File: src/hw/rtl/acc_exec_pkg.sv
// ----------------------------------------------------------------------------
// acc_exec_pkg
// Types and codes shared by the accumulator machine execute step and its
// iterative divider.
// ----------------------------------------------------------------------------
package acc_exec_pkg;

    localparam int ADDR_W    = 8;
    localparam int ADDR_SPAN = 2 ** ADDR_W;
    localparam int TARGET_W  = 10;
    localparam int WORD_W    = 32;
    localparam int DIV_STEPS = WORD_W;
    localparam int DIV_CNT_W = $clog2(DIV_STEPS);

    typedef enum logic [1:0] {
        CMD_LOAD_DATA = 2'd0,
        CMD_EXECUTE   = 2'd1,
        CMD_RESTART   = 2'd2
    } cmd_e;

    typedef enum logic [3:0] {
        OP_ADD     = 4'd0,
        OP_SUB     = 4'd1,
        OP_MULT    = 4'd2,
        OP_DIV     = 4'd3,
        OP_LOAD    = 4'd4,
        OP_STORE   = 4'd5,
        OP_BRANY   = 4'd6,
        OP_BRPOS   = 4'd7,
        OP_BRZERO  = 4'd8,
        OP_BRNEG   = 4'd9,
        OP_SYSCALL = 4'd10
    } op_e;

    typedef enum logic [1:0] {
        RUN_READY    = 2'd0,
        RUN_BLOCKED  = 2'd1,
        RUN_FINISHED = 2'd2
    } run_state_e;

    localparam logic [1:0] SYSCALL_HALT = 2'd0;

    typedef enum logic [1:0] {
        ST_IDLE,
        ST_EXEC,
        ST_DIV,
        ST_RESULT
    } exec_state_e;

    typedef enum logic [1:0] {
        DV_IDLE,
        DV_RUN,
        DV_FIX
    } div_state_e;

    typedef struct packed {
        logic [1:0]                 cmd;
        logic [3:0]                 opcode;
        logic                       immediate_mode;
        logic signed [WORD_W-1:0]   immediate_value;
        logic [ADDR_W-1:0]          data_address;
        logic [TARGET_W-1:0]        branch_target;
        logic [1:0]                 syscall_number;
        logic signed [WORD_W-1:0]   data_value;
    } item_t;

    typedef struct packed {
        logic signed [WORD_W-1:0]   acc_out;
        logic [TARGET_W-1:0]        pc_out;
        logic [1:0]                 run_state;
        logic                       branch_taken;
        logic                       divide_error;
    } result_t;

    typedef struct packed {
        logic                       start;
        logic                       signed_mode;
    } div_ctl_t;

endpackage

File: src/hw/rtl/acc_exec_div.sv
// ----------------------------------------------------------------------------
// acc_exec_div
// Iterative 32-bit restoring divider, one quotient bit per cycle, with
// optional two's complement sign handling (quotient truncates toward zero).
// ----------------------------------------------------------------------------
module acc_exec_div (
    input  logic                             clk,
    input  logic                             rst_n,
    input  acc_exec_pkg::div_ctl_t           ctl,
    input  logic [acc_exec_pkg::WORD_W-1:0]  dividend,
    input  logic [acc_exec_pkg::WORD_W-1:0]  divisor,
    output logic                             done,
    output logic [acc_exec_pkg::WORD_W-1:0]  quotient,
    output logic [acc_exec_pkg::WORD_W-1:0]  remainder
);
    import acc_exec_pkg::*;

    div_state_e            state_reg, state_next;
    logic [DIV_CNT_W-1:0]  cnt_reg, cnt_next;
    logic [WORD_W-1:0]     rem_reg, rem_next;
    logic [WORD_W-1:0]     quo_reg, quo_next;
    logic [WORD_W-1:0]     dvs_reg, dvs_next;
    logic                  neg_reg, neg_next;
    logic [WORD_W:0]       shifted;
    logic [WORD_W:0]       diff;

    assign shifted = {rem_reg, quo_reg[WORD_W-1]};
    assign diff    = shifted - {1'b0, dvs_reg};

    always_comb
    begin
        state_next = state_reg;
        cnt_next   = cnt_reg;
        rem_next   = rem_reg;
        quo_next   = quo_reg;
        dvs_next   = dvs_reg;
        neg_next   = neg_reg;
        case (state_reg)
            DV_IDLE:
            begin
                if (ctl.start)
                begin
                    neg_next = ctl.signed_mode && (dividend[WORD_W-1] ^ divisor[WORD_W-1]);
                    quo_next = (ctl.signed_mode && dividend[WORD_W-1]) ? (~dividend + 1'b1)
                                                                       : dividend;
                    dvs_next = (ctl.signed_mode && divisor[WORD_W-1]) ? (~divisor + 1'b1)
                                                                      : divisor;
                    rem_next   = '0;
                    cnt_next   = DIV_CNT_W'(DIV_STEPS - 1);
                    state_next = DV_RUN;
                end
            end
            DV_RUN:
            begin
                if (shifted >= {1'b0, dvs_reg})
                begin
                    rem_next = diff[WORD_W-1:0];
                    quo_next = {quo_reg[WORD_W-2:0], 1'b1};
                end
                else
                begin
                    rem_next = shifted[WORD_W-1:0];
                    quo_next = {quo_reg[WORD_W-2:0], 1'b0};
                end
                if (cnt_reg == '0)
                    state_next = DV_FIX;
                else
                    cnt_next = cnt_reg - 1'b1;
            end
            DV_FIX:
            begin
                state_next = DV_IDLE;
            end
            default:
            begin
                state_next = DV_IDLE;
            end
        endcase
    end

    always_ff @(posedge clk or negedge rst_n)
    begin
        if (!rst_n)
            state_reg <= DV_IDLE;
        else
            state_reg <= state_next;
    end

    always_ff @(posedge clk)
    begin
        cnt_reg <= cnt_next;
        rem_reg <= rem_next;
        quo_reg <= quo_next;
        dvs_reg <= dvs_next;
        neg_reg <= neg_next;
    end

    assign done      = (state_reg == DV_FIX);
    assign quotient  = neg_reg ? (~quo_reg + 1'b1) : quo_reg;
    assign remainder = rem_reg;

endmodule

File: config.mk
export PLATFORM = sky130hd
export DESIGN_NAME = acc_exec_div
export DESIGN_NICKNAME = d
export VERILOG_FILES = /design/src/hw/rtl/acc_exec_pkg.sv /design/src/hw/rtl/acc_exec_div.sv
export SDC_FILE = /design/constraint.sdc
export NUM_CORES = 1
export LEC_CHECK = 0
export ABC_AREA = 1
export BUFFER_PORTS_ARGS = -buffer_cell sky130_fd_sc_hd__buf_4
export CAP_MARGIN = 40
export CORE_AREA = 2 2 159 161
export DETAILED_ROUTE_END_ITERATION = 8
export DIE_AREA = 0 0 161 163
export PLACE_DENSITY = 0.68
export SLEW_MARGIN = 5
export SYNTH_ARGS = -nofsm -noshare
export SYNTH_HDL_FRONTEND = slang
export SYNTH_SLANG_ARGS = --single-unit
File: constraint.sdc
create_clock -name clk -period 4.2 [get_ports clk]
set_clock_uncertainty 0.05 [all_clocks]
set_input_delay 0.84 -clock clk [delete_from_list [all_inputs] [get_ports clk]]
set_output_delay 0.84 -clock clk [all_outputs]
set_load 0.03 [all_outputs]
==> run_results.csv, run 1 <==
group,metric,value,unit
critical_path,max_stage_delay,0.43,ns
global_route,gr-usage-all-layers,0.220,
global_route,grt_pass1_wl,45400,µm
critical_path,rrSetupSlack,1.42,ns
detailed_routing,drc,0,
layout,nNetsFinal,1690,
critical_path,cp.arrival,2.46,ns
synth,synth.top_cell.area_share,0.316,
synth,yosys-top-cells-area,"edfxtp_1 (32%), nand2_1 (18%), inv_1 (9.5%), nor2_1 (6.9%), xor2_1 (6.3%)",
clocking,clk_pin_slew_worst_paths,0.08,ns
clocking,cts_setup_buffers,0,
detailed_routing,drt_iter0_drc,800,
global_route,grt_pass1_vias,8999,
layout,multiInputGateArea,5470,µm²
critical_path,crit_family,"simple AND/OR/NAND/NOR gates",
layout,fin_cells,1921,
sta,hold_viol,0,
clocking,cts_buffers,9,
clocking,clkLatencyLatePin,0.37,ns
critical_path,crit_chain,"inv_1, ha_1, nand3_1, nor2_1, nand2_1, nor2_1, nand3_1, o21ai_0, xor2_1, buf_4",
floorplan,initial_utilization,0.393,
floorplan,core-area,24700,µm²
critical_path,worst-path-buf-inv,2,
layout,seq_area,3110,µm²
synth,synth_seq_cells,104,
sta,fin_ws,0.848,ns
sta,tns,0,ns
sta,worstMarginPinSlew,0.789,ns
clocking,cts.htree.levels,3,
synth,syn_area_per_cell,6.62,µm²
global_route,grt_overflow_total,0,
critical_path,r2r_start,"remainder[27]",
detailed_routing,drtAntennaViolNets,0,
power,cellPowerDensity,775,nW/µm²
power,vdd_drop_max,0.318,mV
sta,rsz0062_at_grt,"false",
sta,hold_slack,0.191,ns
floorplan,die_area,26200,µm²
synth,netlist_instances,1463,
global_route,met3_usage,0.0331,
detailed_routing,wl_per_cell,14.9,µm
critical_path,cp-end-kind,"output pin",
place,gp_congestion,0.935,
sta,fmax,298,MHz
critical_path,rr_worst_depth,12,
sta,relSlewSlack,0.470,
sta,fin_crit,3.35,ns
power,p_leak,5.89,nW
synth,yosysSeqAreaShare,0.321,
critical_path,cp-start-kind,"flip-flop",
global_route,antenna_found_initial,2,
clocking,cts_tree,"done",
critical_path,cp_slowest_cell,"edfxtp_1",
critical_path,rr_endpoint,"remainder[26]",
sta,slew_viol_final,0,
detailed_routing,drt-total-wl,28600,µm
run_status,outcome,"complete, no violations",
global_route,use_met2,0.384,
synth,syn-num-nets,1568,
clocking,holdBufCountCts,0,
floorplan,dieHeight,163,µm
place,dp_hpwl,22900,µm
synth,synthDistinctLibCells,44,
clocking,clockBufferDepth,2,
detailed_routing,via_per_inst,4.90,
clocking,cts_root_buffer,"clkbuf_16",
synth,synth_common_cells,"nand2_1 (459), inv_1 (246), nor2_1 (178), edfxtp_1 (102), nand3_1 (85)",
layout,post_route_cells_drive_above_1_share,0.141,
clocking,cts_resized,0,
critical_path,path_max_fanout,5,
synth,syn_area,9690,µm²
layout,fin_util,0.460,
global_route,grt_max_degree,74,
layout,nFillCells,2546,
layout,synthToLayoutAreaGrowth,17.1,%
floorplan,row_count,58,
global_route,top_usage_layer,"met2",
critical_path,crit_type,"reg2out",
floorplan,ios,133,
worst_hold_path,hp-class,"in2async",
clocking,cts_sinks,104,
place,place_inst,1904,
detailed_routing,vias,9417,
floorplan,dieWidth,161,µm
place,place_ws,1.28,ns
sta,setup_viol,0,
synth,synth.largest_area_cell,"edfxtp_1",
synth,synth.most_common_cell,"nand2_1",
synth,synth_edf_count,102,
place,port_buffers,132,
synth,async_flop_share,0.0192,
global_route,groute.layer.met1.usage,0.278,
critical_path,required,3.31,ns
detailed_routing,drtPass1Iterations,6,
synth,synthFlopType,"edfxtp_1",
synth,ys_warn_count,0,
run,cap_violations,0,
sta,fin_crit_sh,0.798,
-- cell families after synthesis --
| family | after synthesis | share of synthesized area |
|---|---|---|
| adders and majority gates | 37 | 0.0486 |
| and+or+nand+nor | 857 | 0.387 |
| AOI/OAI and AO/OA | 93 | 0.0513 |
| buffers and inverters | 289 | 0.116 |
| DFF | 104 | 0.321 |
| xor gates and xnor gates | 83 | 0.0750 |
-- cells in the final DEF, fill, tap and decap left out, types with 6 or more instances in the layout --
cell and instances:
nand3_1 85, clkbuf_16 9, edfxtp_1 102, or2_2 7, a31oi_1 6, xor2_1 70
nand3b_1 27, and2_1 9, o21ai_0 47, nor2_1 177, xnor2_1 13, nand4_1 25
nand2_2 7, buf_4 137, inv_1 246, nand2_1 459, nor2_2 26, inv_2 12
nor3_1 17, ha_1 36, a21oi_1 27
-- where the power goes --
part,leakage [nW],total (mW),internal [mW],switching (mW)
Clock,0.140,0.863,0.416,0.447
Sequential,1.06,2.24,1.84,0.400
Combinational,4.69,5.69,1.93,3.75
-- worst reg2reg max path, delay by kind of cell (launching register included) --
| kind | cells | cell delay [ns] |
|---|---|---|
| flip-flops | 1 | 0.46 |
| buffers and inverters | 3 | 0.70 |
| adder cells (fa/ha/maj) | 1 | 0.40 |
| AND/OR/NAND/NOR | 8 | 1.04 |
-- through the flow --
step / cell area (µm²) / power [mW]
2_1_floorplan: 9690 / 6.25
3_3_place_gp: 11000 / 7.82
3_5_place_dp: 11100 / 7.92
4_1_cts: 11300 / 8.81
5_1_grt: 11300 / 9.54
6_report: 11300 / 8.79
-- worst max-delay path by stage --
stage                          start           end  slack, ns  cells past startpoint
after global placement       neg_reg  quotient[12]       1.32                      4
after global routing      quo_reg[1]  quotient[24]       0.55                     10
final                     quo_reg[0]  quotient[24]       0.85                     10
after detailed placement  quo_reg[0]  quotient[24]       1.28                     10
after floorplan               ctl[1]    cnt_reg[0]       0.18                      3
after CTS                 quo_reg[0]  quotient[24]       0.84                     10
-- layout make-up --
type                       instances  share of cell area
multi-input combinational       1070               0.482
inverter                         261              0.0868
clock inverter                     7             0.00541
tap                              330              0.0364
sequential                       104               0.274
antenna                            1            0.000221
timing repair buffer             139              0.0944
clock buffer                       9              0.0199
-- layer usage --
layer,share of wire,wire length (µm)
met3,0.058,1660
met2,0.48,13600
met5,0.00056,16
met4,0.030,858
met1,0.44,12400
Note: power is estimated with default switching activity, not from simulation.
==> inputs of run 2 (changes only) <==
--- a/config.mk
+++ b/config.mk
@@ -11,7 +11,7 @@
 export CORE_AREA = 2 2 159 161
 export DETAILED_ROUTE_END_ITERATION = 8
 export DIE_AREA = 0 0 161 163
-export PLACE_DENSITY = 0.68
+export PLACE_DENSITY = 0.65
 export SLEW_MARGIN = 5
 export SYNTH_ARGS = -nofsm -noshare
 export SYNTH_HDL_FRONTEND = slang
==> constraint.sdc (replaced) <==
create_clock -name clk -period 3.3 [get_ports clk]
set_clock_uncertainty 0.05 [all_clocks]
set_input_delay 0.66 -clock clk [delete_from_list [all_inputs] [get_ports clk]]
set_output_delay 0.66 -clock clk [all_outputs]
set_load 0.03 [all_outputs]
==> run 2 against run 1 <==
Routed wire length fell by 0.35%; sequential power rose by 25%; global-route usage rose by 0.088 points; core utilization rose by 0.18 points; register-to-register slack got worse by 0.78 ns; via count fell by 1.7%; sequential share of layout area fell by 0.11 points; critical path type unchanged; largest cell class unchanged.
==> run_results.csv, run 2 (same netlist as run 1, synthesis figures left out) <==
group,metric,value,unit
global_route,antenna_found_initial,2,
clocking,clkLatencyLatePin,0.37,ns
sta,hold_slack,0.0137,ns
sta,tns,0,ns
clocking,cts_root_buffer,"clkbuf_16",
clocking,cts_sinks,104,
clocking,cts_buffers,9,
worst_hold_path,hp-class,"in2async",
global_route,grt_pass1_wl,45600,µm
layout,synthToLayoutAreaGrowth,17.5,%
layout,post_route_cells_drive_above_1_share,0.144,
detailed_routing,via_per_inst,4.81,
critical_path,path_max_fanout,5,
floorplan,die_area,26200,µm²
critical_path,cp_slowest_cell,"edfxtp_1",
critical_path,required,2.59,ns
run_status,outcome,"complete, no violations",
critical_path,crit_type,"reg2out",
sta,fin_crit,3.09,ns
floorplan,core-area,24700,µm²
sta,fmax,323,MHz
clocking,clk_pin_slew_worst_paths,0.08,ns
floorplan,ios,133,
power,vdd_drop_max,0.439,mV
floorplan,initial_utilization,0.393,
clocking,clockBufferDepth,2,
power,cellPowerDensity,985,nW/µm²
sta,slew_viol_final,0,
place,dp_hpwl,23000,µm
detailed_routing,drtAntennaViolNets,0,
detailed_routing,drt_iter0_drc,650,
detailed_routing,drtPass1Iterations,6,
global_route,grt_overflow_total,0,
detailed_routing,drt-total-wl,28500,µm
layout,final_cell_mix,"nand2_1 (459), inv_1 (246), nor2_1 (175)",
critical_path,critPathLaunch,"quo_reg[0]",
clocking,cts.htree.levels,3,
floorplan,dieHeight,163,µm
critical_path,crit_chain,"inv_1, ha_1, nand3_2, nor2_2, nand2_1, nor2_1, nand3_1, o21ai_1, xor2_1, buf_4",
sta,setup_viol,0,
floorplan,row_count,58,
sta,relSlewSlack,0.491,
layout,nFillCells,2601,
critical_path,r2r_start,"remainder[27]",
detailed_routing,drc,0,
layout,diodes,0,
floorplan,dieWidth,161,µm
layout,finalInstanceArea,11400,µm²
critical_path,max_stage_delay,0.44,ns
global_route,grt_max_degree,74,
place,placed_area,11100,µm²
power,p_leak,5.91,nW
detailed_routing,vias,9259,
sta,rsz0062_at_grt,"false",
global_route,grt_pass1_vias,9143,
place,gp_congestion,0.914,
critical_path,cp.arrival,2.38,ns
sta,worstMarginPinSlew,0.764,ns
sta,fin_crit_sh,0.937,
layout,layout_commonest_cell,"nand2_1",
place,port_buffers,132,
critical_path,cp-end-kind,"output pin",
clocking,cts_tree,"done",
layout,nNetsFinal,1693,
sta,hold_viol,0,
run,cap_violations,0,
detailed_routing,wl_per_cell,14.8,µm
global_route,gr-usage-all-layers,0.221,
power,total_power,11.2,mW
critical_path,cp-start-kind,"flip-flop",
run 2: layer usage:
metal,up-vias,share of wire,track usage
met1,4133,0.44,0.268
met4,4,0.035,0.0925
met3,61,0.042,0.0270
met5,-,0.0012,0
met2,233,0.49,0.397
li1,4828,-,-
run 2: power breakdown:
part           internal, mW  total [mW]  switching, mW
combinational          2.49        7.31           4.83
clock                 0.531        1.11          0.576
sequential             2.33        2.80          0.464
run 2: repair_timing:
item	CTS	global route
endpoints found under the setup margin	0	2
resized for setup	0	4
hold buffers	0	0
setup buffers	0	0
run 2: through the flow:
step                       util  setup slack, ns  cells
after detailed placement  0.449            0.525   1907
after global placement    0.448            0.571   1906
after global routing      0.461           0.0255   1923
after floorplan               -            0.340   1463
final                     0.461            0.207   1923
after CTS                 0.461            0.105   1923
run 2: cell type report:
cell class | count | area (µm²) | share of cell area
repair buffers | 142 | 1100 | 0.0965
flip-flops and latches | 104 | 3110 | 0.273
clock inverters | 7 | 65.1 | 0.00571
multi-input cells | 1070 | 5490 | 0.482
clock buffers | 9 | 225 | 0.0198
well taps | 330 | 413 | 0.0363
inverters | 261 | 985 | 0.0865
run 2: path summary, 6_finish.rpt:
kind	endpoint	slack (ns)	cells past startpoint
max	quotient[24]	0.21	10
min	state_reg[0]	0.01	1
max reg2reg	remainder[25]	0.64	10
min reg2reg	state_reg[1]	0.49	3
max in group asynchronous	state_reg[1]	3.10	1
min in group clk	dvs_reg[0]	0.44	1
run 2: worst max-delay path: cells and delay by family, from the launching register on:
kind | cells | cell delay [ns]
adders and majority gates | 1 | 0.21
xor gates and xnor gates | 1 | 0.26
and+or+nand+nor | 5 | 0.60
AOI/OAI and AO/OA | 1 | 0.17
DFF | 1 | 0.44
buffers and inverters | 2 | 0.32
